==> config.mk <==
export PLATFORM = sky130hd
export DESIGN_NAME = piecewise_linear_brightness_curve_flat
export DESIGN_NICKNAME = d
export VERILOG_FILES = /design/src/rtl/plbc_pkg.sv /design/src/rtl/plbc_req_if.sv /design/src/rtl/plbc_rsp_if.sv /design/src/rtl/plbc_ctrl.sv /design/src/rtl/plbc_dp.sv /design/src/rtl/piecewise_linear_brightness_curve.sv /design/src/flat_wrapper.sv
export SDC_FILE = /design/constraint.sdc
export NUM_CORES = 2
export LEC_CHECK = 0
export BUFFER_PORTS_ARGS = -buffer_cell sky130_fd_sc_hd__buf_4
export CORE_MARGIN = 5
export CORE_UTILIZATION = 58
export DETAILED_ROUTE_END_ITERATION = 6
export GPL_TIMING_DRIVEN = 0
export PLACE_DENSITY_LB_ADDON = 0.25
export SLEW_MARGIN = 15
export SYNTH_ARGS = -nofsm -noshare
export SYNTH_HDL_FRONTEND = slang
export SYNTH_SLANG_ARGS = --single-unit
==> constraint.sdc <==
create_clock -name clock -period 6.6 [get_ports clock]
set_input_delay 1.32 -clock clock [delete_from_list [all_inputs] [get_ports clock]]
set_output_delay 1.32 -clock clock [all_outputs]
set_load 0.05 [all_outputs]
==> src/rtl/plbc_pkg.sv <==
`default_nettype none

package plbc_pkg;

   // field widths
   localparam int LUX_W      = 20;
   localparam int LEVEL_W    = 16;
   localparam int INDEX_W    = 4;
   localparam int COUNT_W    = 5;
   localparam int CSR_IDX_W  = 1;
   localparam int CSR_DATA_W = 16;

   // product of level delta and lux delta, and divider step count
   localparam int PROD_W    = LEVEL_W + LUX_W;
   localparam int DIV_CNT_W = $clog2(LEVEL_W);

   localparam int MAX_POINTS_DEF = 16;

   // operation codes
   localparam logic OP_WRITE = 1'b0;
   localparam logic OP_QUERY = 1'b1;

   // register indexes
   localparam logic [CSR_IDX_W-1:0] CSR_POINT_COUNT   = 1'b0;
   localparam logic [CSR_IDX_W-1:0] CSR_DEFAULT_LEVEL = 1'b1;

   typedef struct packed {
      logic [LUX_W-1:0]   lux;
      logic [LEVEL_W-1:0] level;
   } point_type;

   typedef struct packed {
      logic wr;
      logic start;
      logic scan_step;
      logic mul;
      logic div_step;
      logic adj;
      logic load_out;
   } cmd_type;

   typedef struct packed {
      logic n_zero;
      logic hit;
      logic seg_bad;
      logic scan_end;
      logic div_last;
   } status_type;

endpackage

`default_nettype wire

==> src/rtl/plbc_req_if.sv <==
`default_nettype none

interface plbc_req_if
   import plbc_pkg::*;
   ();
   logic               valid;
   logic               ready;
   logic               operation;
   logic [INDEX_W-1:0] point_index;
   logic [LUX_W-1:0]   point_lux;
   logic [LEVEL_W-1:0] point_level;
   logic [LUX_W-1:0]   query_lux;

   modport source (
      output valid, operation, point_index, point_lux, point_level, query_lux,
      input  ready
   );

   modport sink (
      input  valid, operation, point_index, point_lux, point_level, query_lux,
      output ready
   );
endinterface

`default_nettype wire

==> src/rtl/plbc_rsp_if.sv <==
`default_nettype none

interface plbc_rsp_if
   import plbc_pkg::*;
   ();
   logic               valid;
   logic               ready;
   logic [LEVEL_W-1:0] brightness;
   logic               used_default;

   modport source (
      output valid, brightness, used_default,
      input  ready
   );

   modport sink (
      input  valid, brightness, used_default,
      output ready
   );
endinterface

`default_nettype wire

==> src/rtl/plbc_ctrl.sv <==
`default_nettype none

module plbc_ctrl
   import plbc_pkg::*;
(
   input  wire logic       clock,
   input  wire logic       reset,
   input  wire logic       req_valid,
   input  wire logic       req_op,
   output logic            req_ready,
   input  wire logic       rsp_ready,
   output logic            rsp_valid,
   input  wire status_type status,
   output cmd_type         cmd
);

   typedef enum logic [5:0] {
      ST_IDLE = 6'b000001,
      ST_SCAN = 6'b000010,
      ST_MUL  = 6'b000100,
      ST_DIV  = 6'b001000,
      ST_ADJ  = 6'b010000,
      ST_DONE = 6'b100000
   } state_type;

   state_type state_ff, state_in;
   logic      out_valid_ff, out_valid_in;
   logic      out_free;

   assign req_ready = (state_ff == ST_IDLE);
   assign rsp_valid = out_valid_ff;
   assign out_free  = !out_valid_ff || rsp_ready;

   always_comb begin
      state_in = state_ff;
      cmd      = '0;
      unique case (state_ff)
         ST_IDLE: begin
            if (req_valid) begin
               if (req_op == OP_WRITE) begin
                  cmd.wr = 1'b1;
               end else begin
                  cmd.start = 1'b1;
                  state_in  = status.n_zero ? ST_DONE : ST_SCAN;
               end
            end
         end
         ST_SCAN: begin
            cmd.scan_step = 1'b1;
            if (status.hit) begin
               state_in = status.seg_bad ? ST_DONE : ST_MUL;
            end else if (status.scan_end) begin
               state_in = ST_DONE;
            end
         end
         ST_MUL: begin
            cmd.mul  = 1'b1;
            state_in = ST_DIV;
         end
         ST_DIV: begin
            cmd.div_step = 1'b1;
            if (status.div_last) begin
               state_in = ST_ADJ;
            end
         end
         ST_ADJ: begin
            cmd.adj  = 1'b1;
            state_in = ST_DONE;
         end
         ST_DONE: begin
            if (out_free) begin
               cmd.load_out = 1'b1;
               state_in     = ST_IDLE;
            end
         end
         default: begin
            state_in = ST_IDLE;
         end
      endcase
   end

   always_comb begin
      out_valid_in = out_valid_ff;
      if (cmd.load_out) begin
         out_valid_in = 1'b1;
      end else if (rsp_ready) begin
         out_valid_in = 1'b0;
      end
   end

   always_ff @(posedge clock) begin
      if (reset) begin
         state_ff     <= ST_IDLE;
         out_valid_ff <= 1'b0;
      end else begin
         state_ff     <= state_in;
         out_valid_ff <= out_valid_in;
      end
   end

endmodule

`default_nettype wire

==> src/rtl/plbc_dp.sv <==
`default_nettype none

module plbc_dp
   import plbc_pkg::*;
#(
   parameter int MAX_POINTS = MAX_POINTS_DEF
) (
   input  wire logic               clock,
   input  wire cmd_type            cmd,
   output status_type              status,
   input  wire logic [INDEX_W-1:0] point_index,
   input  wire logic [LUX_W-1:0]   point_lux,
   input  wire logic [LEVEL_W-1:0] point_level,
   input  wire logic [LUX_W-1:0]   query_lux,
   input  wire logic [COUNT_W-1:0] point_count,
   input  wire logic [LEVEL_W-1:0] default_level,
   output logic [LEVEL_W-1:0]      rsp_brightness,
   output logic                    rsp_used_default
);

   localparam int AW   = $clog2(MAX_POINTS);
   localparam int CNTW = $clog2(MAX_POINTS + 1);
   localparam int CW   = (AW > INDEX_W) ? AW : INDEX_W;

   // point table
   point_type point_mem_ff [MAX_POINTS];
   point_type rd_point_ff;
   logic [AW-1:0] rd_addr;
   logic [AW-1:0] wr_addr;
   logic [CW-1:0] wr_idx_ext;
   logic          wr_ok;

   logic [CNTW-1:0]     n_eff;
   logic [CNTW-1:0]     idx_ff, idx_in, idx_nxt;
   logic [LUX_W-1:0]    lux_ff, lux_in;
   logic [LUX_W-1:0]    x0_ff, x0_in;
   logic [LEVEL_W-1:0]  y0_ff, y0_in;
   logic                dy_neg_ff, dy_neg_in;
   logic [LEVEL_W-1:0]  dy_mag_ff, dy_mag_in;
   logic [LUX_W-1:0]    dx_ff, dx_in;
   logic [LUX_W-1:0]    dl_ff, dl_in;
   logic [LUX_W-1:0]    rem_ff, rem_in;
   logic [LEVEL_W-1:0]  quo_ff, quo_in;
   logic [DIV_CNT_W-1:0] div_cnt_ff, div_cnt_in;
   logic [LEVEL_W-1:0]  res_level_ff, res_level_in;
   logic                res_dflt_ff, res_dflt_in;
   logic [LEVEL_W-1:0]  out_level_ff, out_level_in;
   logic                out_dflt_ff, out_dflt_in;

   logic [LEVEL_W:0]    dy_diff, dy_abs;
   logic [PROD_W-1:0]   prod;
   logic [LUX_W+1:0]    trial;
   logic [LEVEL_W:0]    quo_signed, adj_sum;

   assign wr_idx_ext = CW'(point_index);
   assign wr_addr    = wr_idx_ext[AW-1:0];
   assign wr_ok      = int'(point_index) < MAX_POINTS;

   always_comb begin
      if (int'(point_count) > MAX_POINTS) begin
         n_eff = CNTW'(MAX_POINTS);
      end else begin
         n_eff = CNTW'(point_count);
      end
   end

   assign idx_nxt = idx_ff + 1'b1;
   assign rd_addr = cmd.scan_step ? idx_nxt[AW-1:0] : '0;

   always_ff @(posedge clock) begin
      if (cmd.wr && wr_ok) begin
         point_mem_ff[wr_addr] <= '{lux: point_lux, level: point_level};
      end
      rd_point_ff <= point_mem_ff[rd_addr];
   end

   // status toward the controller
   assign status.n_zero   = (n_eff == '0);
   assign status.hit      = lux_ff < rd_point_ff.lux;
   assign status.seg_bad  = (idx_ff == '0) || (rd_point_ff.lux <= x0_ff);
   assign status.scan_end = (idx_nxt == n_eff);
   assign status.div_last = (div_cnt_ff == DIV_CNT_W'(LEVEL_W - 1));

   assign dy_diff = {1'b0, rd_point_ff.level} - {1'b0, y0_ff};
   assign dy_abs  = dy_diff[LEVEL_W] ? (~dy_diff + 1'b1) : dy_diff;
   assign prod    = dy_mag_ff * dl_ff;

   // restoring divide step, remainder always below dx
   assign trial = {1'b0, rem_ff, quo_ff[LEVEL_W-1]} - {2'b00, dx_ff};

   assign quo_signed = dy_neg_ff ? (~{1'b0, quo_ff} + 1'b1) : {1'b0, quo_ff};
   assign adj_sum    = {1'b0, y0_ff} + quo_signed;

   always_comb begin
      idx_in       = idx_ff;
      lux_in       = lux_ff;
      x0_in        = x0_ff;
      y0_in        = y0_ff;
      dy_neg_in    = dy_neg_ff;
      dy_mag_in    = dy_mag_ff;
      dx_in        = dx_ff;
      dl_in        = dl_ff;
      rem_in       = rem_ff;
      quo_in       = quo_ff;
      div_cnt_in   = div_cnt_ff;
      res_level_in = res_level_ff;
      res_dflt_in  = res_dflt_ff;
      out_level_in = out_level_ff;
      out_dflt_in  = out_dflt_ff;

      if (cmd.start) begin
         lux_in       = query_lux;
         idx_in       = '0;
         res_level_in = default_level;
         res_dflt_in  = 1'b1;
      end

      if (cmd.scan_step) begin
         if (status.hit) begin
            if (status.seg_bad) begin
               res_level_in = default_level;
               res_dflt_in  = 1'b1;
            end else begin
               dy_neg_in = dy_diff[LEVEL_W];
               dy_mag_in = dy_abs[LEVEL_W-1:0];
               dx_in     = rd_point_ff.lux - x0_ff;
               dl_in     = lux_ff - x0_ff;
            end
         end else begin
            x0_in        = rd_point_ff.lux;
            y0_in        = rd_point_ff.level;
            res_level_in = rd_point_ff.level;
            res_dflt_in  = 1'b0;
            idx_in       = idx_nxt;
         end
      end

      if (cmd.mul) begin
         {rem_in, quo_in} = prod;
         div_cnt_in       = '0;
      end

      if (cmd.div_step) begin
         if (!trial[LUX_W+1]) begin
            rem_in = trial[LUX_W-1:0];
            quo_in = {quo_ff[LEVEL_W-2:0], 1'b1};
         end else begin
            rem_in = {rem_ff[LUX_W-2:0], quo_ff[LEVEL_W-1]};
            quo_in = {quo_ff[LEVEL_W-2:0], 1'b0};
         end
         div_cnt_in = div_cnt_ff + 1'b1;
      end

      if (cmd.adj) begin
         res_level_in = adj_sum[LEVEL_W-1:0];
         res_dflt_in  = 1'b0;
      end

      if (cmd.load_out) begin
         out_level_in = res_level_ff;
         out_dflt_in  = res_dflt_ff;
      end
   end

   always_ff @(posedge clock) begin
      idx_ff       <= idx_in;
      lux_ff       <= lux_in;
      x0_ff        <= x0_in;
      y0_ff        <= y0_in;
      dy_neg_ff    <= dy_neg_in;
      dy_mag_ff    <= dy_mag_in;
      dx_ff        <= dx_in;
      dl_ff        <= dl_in;
      rem_ff       <= rem_in;
      quo_ff       <= quo_in;
      div_cnt_ff   <= div_cnt_in;
      res_level_ff <= res_level_in;
      res_dflt_ff  <= res_dflt_in;
      out_level_ff <= out_level_in;
      out_dflt_ff  <= out_dflt_in;
   end

   assign rsp_brightness   = out_level_ff;
   assign rsp_used_default = out_dflt_ff;

endmodule

`default_nettype wire

==> src/rtl/piecewise_linear_brightness_curve.sv <==
// channel  | dir | handshake               | payload
// ---------+-----+-------------------------+---------------------------------------------
// req_ch   | in  | valid/ready             | operation, point_index, point_lux,
//          |     |                         | point_level, query_lux
// rsp_ch   | out | valid/ready             | brightness, used_default
// csr      | in  | csr_wr_en, no back-pres | csr_index, csr_wr_data
//
// a point write is done in the idle state; an interpolated query scans the table one entry
// per cycle over the points up to its segment (2 to MAX_POINTS of them), then multiplies,
// runs the 16-step radix-2 divider and fixes the sign; a query that ends on the default or
// the last level skips the multiply, divide and sign fix, and an empty curve skips the scan
// synchronous active-high reset clears the controller and the csr registers; the
// point table is not cleared and must be written before it is queried
// a finished result waits in the output register, so the next transaction is taken
// while rsp_ch stalls; the controller only blocks when a second result is ready
`default_nettype none

module piecewise_linear_brightness_curve
   import plbc_pkg::*;
#(
   parameter int MAX_POINTS = MAX_POINTS_DEF
) (
   input  wire logic                  clock,
   input  wire logic                  reset,
   plbc_req_if.sink                   req_ch,
   plbc_rsp_if.source                 rsp_ch,
   input  wire logic                  csr_wr_en,
   input  wire logic [CSR_IDX_W-1:0]  csr_index,
   input  wire logic [CSR_DATA_W-1:0] csr_wr_data
);

   // configuration registers
   logic [COUNT_W-1:0] point_count_ff, point_count_in;
   logic [LEVEL_W-1:0] default_level_ff, default_level_in;

   // controller <-> datapath
   cmd_type    cmd;
   status_type status;

   // csr decode; the user must write only while the block is idle, the block itself does not enforce it
   always_comb begin
      point_count_in   = point_count_ff;
      default_level_in = default_level_ff;
      if (csr_wr_en) begin
         unique case (csr_index)
            CSR_POINT_COUNT:   point_count_in   = csr_wr_data[COUNT_W-1:0];
            CSR_DEFAULT_LEVEL: default_level_in = csr_wr_data[LEVEL_W-1:0];
            default: begin
               point_count_in   = point_count_ff;
               default_level_in = default_level_ff;
            end
         endcase
      end
   end

   always_ff @(posedge clock) begin
      if (reset) begin
         point_count_ff   <= '0;
         default_level_ff <= '0;
      end else begin
         point_count_ff   <= point_count_in;
         default_level_ff <= default_level_in;
      end
   end

   // sequencer: idle, table scan, multiply, divide, sign fix, result hand-off
   plbc_ctrl u_ctrl (
      .clock     (clock),
      .reset     (reset),
      .req_valid (req_ch.valid),
      .req_op    (req_ch.operation),
      .req_ready (req_ch.ready),
      .rsp_ready (rsp_ch.ready),
      .rsp_valid (rsp_ch.valid),
      .status    (status),
      .cmd       (cmd)
   );

   // point table, segment registers, multiplier, divider and output register
   plbc_dp #(
      .MAX_POINTS (MAX_POINTS)
   ) u_dp (
      .clock            (clock),
      .cmd              (cmd),
      .status           (status),
      .point_index      (req_ch.point_index),
      .point_lux        (req_ch.point_lux),
      .point_level      (req_ch.point_level),
      .query_lux        (req_ch.query_lux),
      .point_count      (point_count_ff),
      .default_level    (default_level_ff),
      .rsp_brightness   (rsp_ch.brightness),
      .rsp_used_default (rsp_ch.used_default)
   );

`ifndef SYNTHESIS
   // a result is never loaded over one still waiting on rsp_ch
   a_no_overwrite : assert property (@(posedge clock) disable iff (reset)
      cmd.load_out |-> (!rsp_ch.valid || rsp_ch.ready))
      else $error("result register overwritten");

   // a valid segment hit goes straight to the multiplier
   a_hit_to_mul : assert property (@(posedge clock) disable iff (reset)
      (cmd.scan_step && status.hit && !status.seg_bad) |=> cmd.mul)
      else $error("segment hit did not start the multiply");

   // commands from the sequencer are mutually exclusive
   a_cmd_onehot : assert property (@(posedge clock) disable iff (reset)
      $onehot0({cmd.wr, cmd.start, cmd.scan_step, cmd.mul, cmd.div_step,
                cmd.adj, cmd.load_out}))
      else $error("overlapping datapath commands");

   // a fallback result carries the configured default level
   a_default_value : assert property (@(posedge clock) disable iff (reset)
      (rsp_ch.valid && rsp_ch.used_default) |-> (rsp_ch.brightness == default_level_ff))
      else $error("fallback result differs from default level");
`endif

endmodule

`default_nettype wire

==> src/flat_wrapper.sv <==
// flat-port wrapper written by rule: the top's interface ports become plain ports
module piecewise_linear_brightness_curve_flat import plbc_pkg::*;
#(
   parameter int MAX_POINTS = MAX_POINTS_DEF
)
  (clock, reset, csr_wr_en, csr_index, csr_wr_data, req_ch_valid, req_ch_operation, req_ch_point_index, req_ch_point_lux, req_ch_point_level, req_ch_query_lux, req_ch_ready, rsp_ch_valid, rsp_ch_brightness, rsp_ch_used_default, rsp_ch_ready);
  plbc_req_if req_ch_i ();
  plbc_rsp_if rsp_ch_i ();
  input  wire logic clock;
  input  wire logic reset;
  input  wire logic csr_wr_en;
  input  wire logic [CSR_IDX_W-1:0] csr_index;
  input  wire logic [CSR_DATA_W-1:0] csr_wr_data;
  input wire logic [$bits(req_ch_i.valid)-1:0] req_ch_valid;
  input wire logic [$bits(req_ch_i.operation)-1:0] req_ch_operation;
  input wire logic [$bits(req_ch_i.point_index)-1:0] req_ch_point_index;
  input wire logic [$bits(req_ch_i.point_lux)-1:0] req_ch_point_lux;
  input wire logic [$bits(req_ch_i.point_level)-1:0] req_ch_point_level;
  input wire logic [$bits(req_ch_i.query_lux)-1:0] req_ch_query_lux;
  output wire logic [$bits(req_ch_i.ready)-1:0] req_ch_ready;
  output wire logic [$bits(rsp_ch_i.valid)-1:0] rsp_ch_valid;
  output wire logic [$bits(rsp_ch_i.brightness)-1:0] rsp_ch_brightness;
  output wire logic [$bits(rsp_ch_i.used_default)-1:0] rsp_ch_used_default;
  input wire logic [$bits(rsp_ch_i.ready)-1:0] rsp_ch_ready;
  assign req_ch_i.valid = req_ch_valid;
  assign req_ch_i.operation = req_ch_operation;
  assign req_ch_i.point_index = req_ch_point_index;
  assign req_ch_i.point_lux = req_ch_point_lux;
  assign req_ch_i.point_level = req_ch_point_level;
  assign req_ch_i.query_lux = req_ch_query_lux;
  assign req_ch_ready = req_ch_i.ready;
  assign rsp_ch_valid = rsp_ch_i.valid;
  assign rsp_ch_brightness = rsp_ch_i.brightness;
  assign rsp_ch_used_default = rsp_ch_i.used_default;
  assign rsp_ch_i.ready = rsp_ch_ready;
  piecewise_linear_brightness_curve #(.MAX_POINTS(MAX_POINTS)) u_core (.clock(clock), .reset(reset), .req_ch(req_ch_i), .rsp_ch(rsp_ch_i), .csr_wr_en(csr_wr_en), .csr_index(csr_index), .csr_wr_data(csr_wr_data));
endmodule
==> flow_results.org <==
** Outcome
- Result of the run :: complete, but fails checks
- Violations in the final reports :: DRC

** Finish
- Reg area :: 24100 um2
- From synthesis to final layout, the design area changed by 13.7%.
- Combined area of the multi-input logic cells :: 20500 um2
- Util after Layout :: 66.5%
- At the end of the flow, the number of nets in the layout was 4458.
- Share of post-route cells with drive strength above 1 :: 14.5%
- Fill cells in the final layout number 5607.

** Clock network
- Clock tree buffer depth :: 3
- The clock drives 832 sinks.
- The clock tree synthesis step divided the H-tree into 3 levels.
- The number of clock buffers added by TritonCTS is 81.
- Clock tree root buffer cell :: sky130_fd_sc_hd__clkbuf_16
- After clock tree synthesis, the clock-pin slew on the worst setup and hold paths is 0.06 ns.
- The later pin in the worst-skew pair is clocked with a latency of 0.63 ns.
- TritonCTS built the clock tree.

** Detailed routing
- Met3 routed wirelength :: 9140 um
- Length of the first detailed-routing pass in iterations :: 7
- Via density :: 6.06
- M1 WL :: 44600 um
- Top routing layer in use :: met5
- Vias after detailed routing :: 30400
- Once detail routing completed, the nets flagged for antenna violations numbered 0.
- Wire length reported by the detailed router :: 118000 um
- Remaining DRCs :: 14
- Average routed wire per standard cell :: 23.4 um
- The first routing iteration left 2945 violations.
- Detailed routing placed a total of 58800 um of wire on met2.

** Critical path
- Data on the critical path is required at its endpoint by 6.93 ns.
- Crit path capture type :: flop
- WP data arrival :: 6.83 ns
- Reg-to-Reg Start :: u_core.u_dp.dl_ff[3]$_DFFE_PP_
- The setup check on the worst reg-to-reg path leaves a slack of 0.09 ns.
- The worst register-to-register path ends at u_core.u_dp.rem_ff[18]$_DFFE_PP_.
- Critical Path Source Type :: flop
- Critical path start-end classification :: reg2reg
- Crit Path Max Fanout :: 5
- For the worst flop-to-flop path, the logic depth is 20.

** Timing
- For the pin with the worst max-slew slack, the measured transition is 1.19 ns.
- Setup violations remaining at the end of the flow were counted as 0.
- Peak Freq :: 154 MHz
- Hold timing on the final database bottoms out at a slack of 0.445 ns.
- Number of slew-limit violations in the final report :: 0
- Setup slack after layout :: 0.0940 ns
- Post-Route Setup TNS :: 0 ns
- Part of the cycle the worst path needs :: 98.6%
- The final hold violation count came to 0.
- Setup repair after global routing could not meet its margin everywhere.
- Normalized max-slew margin :: 20.4%
- Clock skew on the completed layout was measured at 0.0195 ns.
- The routed design could run at a clock period as short as 6.51 ns.

** Flow run
- Max-cap violations in this run came to 0.

** Global route
- Via count of the first global-routing pass :: 31100
- Number of antenna violations at the first check in global routing :: 7
- Entering global routing, the biggest net connects 31 pins.
- For this run, the total global-route usage over all layers was measured as 27.2%.
- Overall overflow remaining after global route :: 0
- Global-route wire length before repair :: 180000 um

** Logic synthesis
- After Yosys synthesis, XOR and XNOR cells account for 2.47% of the synthesized area.
- Simple-gate share of the synthesized area :: 8.98%
- Proportion of synthesized flip-flops having asynchronous set or reset :: 0%
- Post-Synthesis Net Count :: 4185
- Synthesized-area fraction occupied by ao, oa, aoi and oai cells :: 9.33%
- Counting every instance in the synthesized netlist gives 3625.
- Post-synthesis cell area :: 46200 um2
- Averaged over all synthesized cells, the footprint is 12.8 um2.
- By area, the combinational part of the netlist is dominated by adder cells.
- Yosys Warn Count :: 0
- Leading register cell type out of synthesis :: sky130_fd_sc_hd__edfxtp_1
- Multiplexer share of the synthesized area :: 5.46%
- Synthesis inferred 832 register bits.
- Adder and majority gate portion of the synthesized area :: 17.0%
- The synthesized netlist contains 69 unique library cells.
- Yosys mapped a number of flops with a built-in enable equal to 746.
- Part of the Yosys area used for sequential elements :: 52.2%

** Placed design
- During placement, the flow inserted port buffers numbering 100.
- Gp weighted congestion :: 0.939
- At the placement stage, the worst setup path has a slack of -1.33 ns.
- Detailed placement finished with a half-perimeter wire length of 86300 um.

** Floorplanning
- The initial utilization of the core area, before any placement, comes to 58.5%.
- IO Pins :: 102
- In this run the standard cell core region covers 79000 um2.
- Measured along the x axis, the die boundary spans 292 um.
- Standard-cell row count :: 103
- In this run the vertical extent of the chip is 292 um.
- The floorplan step defined a die boundary enclosing 85500 um2.

** Power
- Post-layout power :: 13.1 mW
- In this run the power density over the cells is 250 nW/um2.
- Leak Pwr :: 20.2 nW
- Maximum resistive drop on vdd :: 0.373 mV

** Min path
- Hold depth :: 0
- The worst hold path terminates at u_core.u_dp.rsp_brightness[10]$_DFFE_PP_.
- Startpoint of the lowest-slack hold path :: u_core.u_dp.res_level_ff[10]$_DFF_P_
- Class of the tightest hold or removal check :: reg2reg
==> synth_stat cells (15+ instances only) <==
cell type	number	area, um2
sky130_fd_sc_hd__edfxtp_1	746	22400
sky130_fd_sc_hd__inv_1	384	1440
sky130_fd_sc_hd__nand2_1	314	1180
sky130_fd_sc_hd__fa_1	255	5100
sky130_fd_sc_hd__ha_1	222	2780
sky130_fd_sc_hd__o21ai_0	213	1070
sky130_fd_sc_hd__and2_1	152	951
sky130_fd_sc_hd__nor2_1	142	533
sky130_fd_sc_hd__clkbuf_1	140	526
sky130_fd_sc_hd__a21oi_1	124	621
sky130_fd_sc_hd__mux4_2	108	2430
sky130_fd_sc_hd__dfxtp_1	86	1720
sky130_fd_sc_hd__xnor2_1	81	709
sky130_fd_sc_hd__or3_1	80	500
sky130_fd_sc_hd__o221ai_1	63	552
sky130_fd_sc_hd__xor2_1	47	412
sky130_fd_sc_hd__a21o_1	46	345
sky130_fd_sc_hd__nor3_1	41	205
sky130_fd_sc_hd__nand3_1	33	165
sky130_fd_sc_hd__a211oi_1	28	210
sky130_fd_sc_hd__nand2b_1	25	156
sky130_fd_sc_hd__buf_2	21	105
sky130_fd_sc_hd__o21a_1	21	158
sky130_fd_sc_hd__o211ai_1	20	150
sky130_fd_sc_hd__o31ai_1	20	150
sky130_fd_sc_hd__o21bai_1	18	135
sky130_fd_sc_hd__and3_1	15	93.8
==> metal layers <==
layer  vias to the layer above  global-route usage (%)
met5                         -                       0
met4                         6                    10.3
met3                       319                    5.06
met2                      1376                    47.2
met1                     15100                    34.5
li1                      13600                       -
==> cell families after synthesis <==
group | count (synthesis)
DFF | 832
buffers and inverters | 551
and+or+nand+nor | 854
muxes | 117
adders and majority gates | 477
AOI/OAI and AO/OA | 665
xor gates and xnor gates | 129
==> how the worst max path moves through the flow <==
stage	from	end	slack, ns	cells after the start
6_report	u_core.u_dp.dl_ff[3]$_DFFE_PP_	u_core.u_dp.rem_ff[18]$_DFFE_PP_	0.09	20
3_5_place_dp	u_core.u_dp.dl_ff[13]$_DFFE_PP_	u_core.u_dp.rem_ff[18]$_DFFE_PP_	-1.33	21
4_1_cts	u_core.u_dp.dl_ff[3]$_DFFE_PP_	u_core.u_dp.rem_ff[18]$_DFFE_PP_	-0.01	22
3_3_place_gp	u_core.u_ctrl.state_ff[2]$_SDFFE_PP0P_	u_core.u_dp.point_mem_ff[0][27]$_DFFE_PP_	-1.50	8
2_1_floorplan	u_core.u_dp.dl_ff[16]$_DFFE_PP_	u_core.u_dp.rem_ff[18]$_DFFE_PP_	0.07	21
5_1_grt	u_core.u_dp.dl_ff[3]$_DFFE_PP_	u_core.u_dp.rem_ff[16]$_DFFE_PP_	-0.14	21
==> cells in the final DEF (no fill, tap or decap), drive strengths merged, types with 25 or more instances in the layout <==
cell / n
a211oi: 29
a21o: 46
a21oi: 124
and2: 152
buf: 227
clkbuf: 243
dfxtp: 86
edfxtp: 746
fa: 255
ha: 222
inv: 390
mux4: 108
nand2: 316
nand2b: 25
nand3: 33
nor2: 143
nor3: 41
o21ai: 215
o221ai: 63
or3: 80
xnor2: 81
xor2: 47
==> power breakdown <==
part,internal (mW),switching (mW),total (mW),leakage (nW)
Sequential,6.00,0.130,6.13,7.43
Clock,2.51,1.94,4.45,1.24
Combinational,1.02,1.51,2.54,11.5
==> sequential cells by signal, indices dropped and copies added, names as in the netlist, 20 cells and up <==
| name | cells |
|---|---|
| u_core.u_dp.x0_ff | 20 |
| u_core.u_dp.rem_ff | 20 |
| u_core.u_dp.rd_point_ff | 36 |
| u_core.u_dp.dx_ff | 20 |
| u_core.u_dp.dl_ff | 20 |
| u_core.u_dp.lux_ff | 20 |
| u_core.u_dp.point_mem_ff | 576 |
==> final cells by class <==
cell class                 count  area share, %
sequential                   832           45.9
multi-input combinational   2242           39.1
clock buffer                 113           4.28
timing repair buffer         191           3.32
inverter                     384           2.74
tap                         1050           2.50
buffer                       166           1.64
clock inverter                33          0.548
antenna                        3         0.0143
==> worst max-delay path, cell delays in order (launching register included) <==
cell and delay (ns):
sky130_fd_sc_hd__edfxtp_1 0.53, sky130_fd_sc_hd__clkbuf_8 0.22, sky130_fd_sc_hd__and2_1 0.17, sky130_fd_sc_hd__fa_1 0.59, sky130_fd_sc_hd__fa_1 0.47, sky130_fd_sc_hd__fa_1 0.55, sky130_fd_sc_hd__fa_1 0.44, sky130_fd_sc_hd__fa_1 0.58
sky130_fd_sc_hd__inv_1 0.08, sky130_fd_sc_hd__fa_1 0.49, sky130_fd_sc_hd__inv_1 0.06, sky130_fd_sc_hd__ha_4 0.18, sky130_fd_sc_hd__a21oi_4 0.17, sky130_fd_sc_hd__o21ai_2 0.10, sky130_fd_sc_hd__a2111oi_4 0.36, sky130_fd_sc_hd__o22ai_2 0.16
sky130_fd_sc_hd__o41ai_4 0.35, sky130_fd_sc_hd__o21ai_2 0.13, sky130_fd_sc_hd__a221oi_2 0.27, sky130_fd_sc_hd__xor2_1 0.19, sky130_fd_sc_hd__a22oi_1 0.11
==> stage by stage <==
step,area (um2),std cells
CTS,52300,5001
finish,52600,5014
global placement,48300,4775
detailed placement,49000,4811
global route,52600,5012
floorplan,46200,3625
==> repair_timing <==
item | CTS | global route
pin swaps | 34 | 33
endpoints found under the setup margin | 18 | 12
resized for setup | 133 | 63
buffers inserted | 45 | 10
hold endpoints to repair | 0 | 0
hold buffers | 0 | 0
Note: power is estimated with default switching activity, not from simulation.
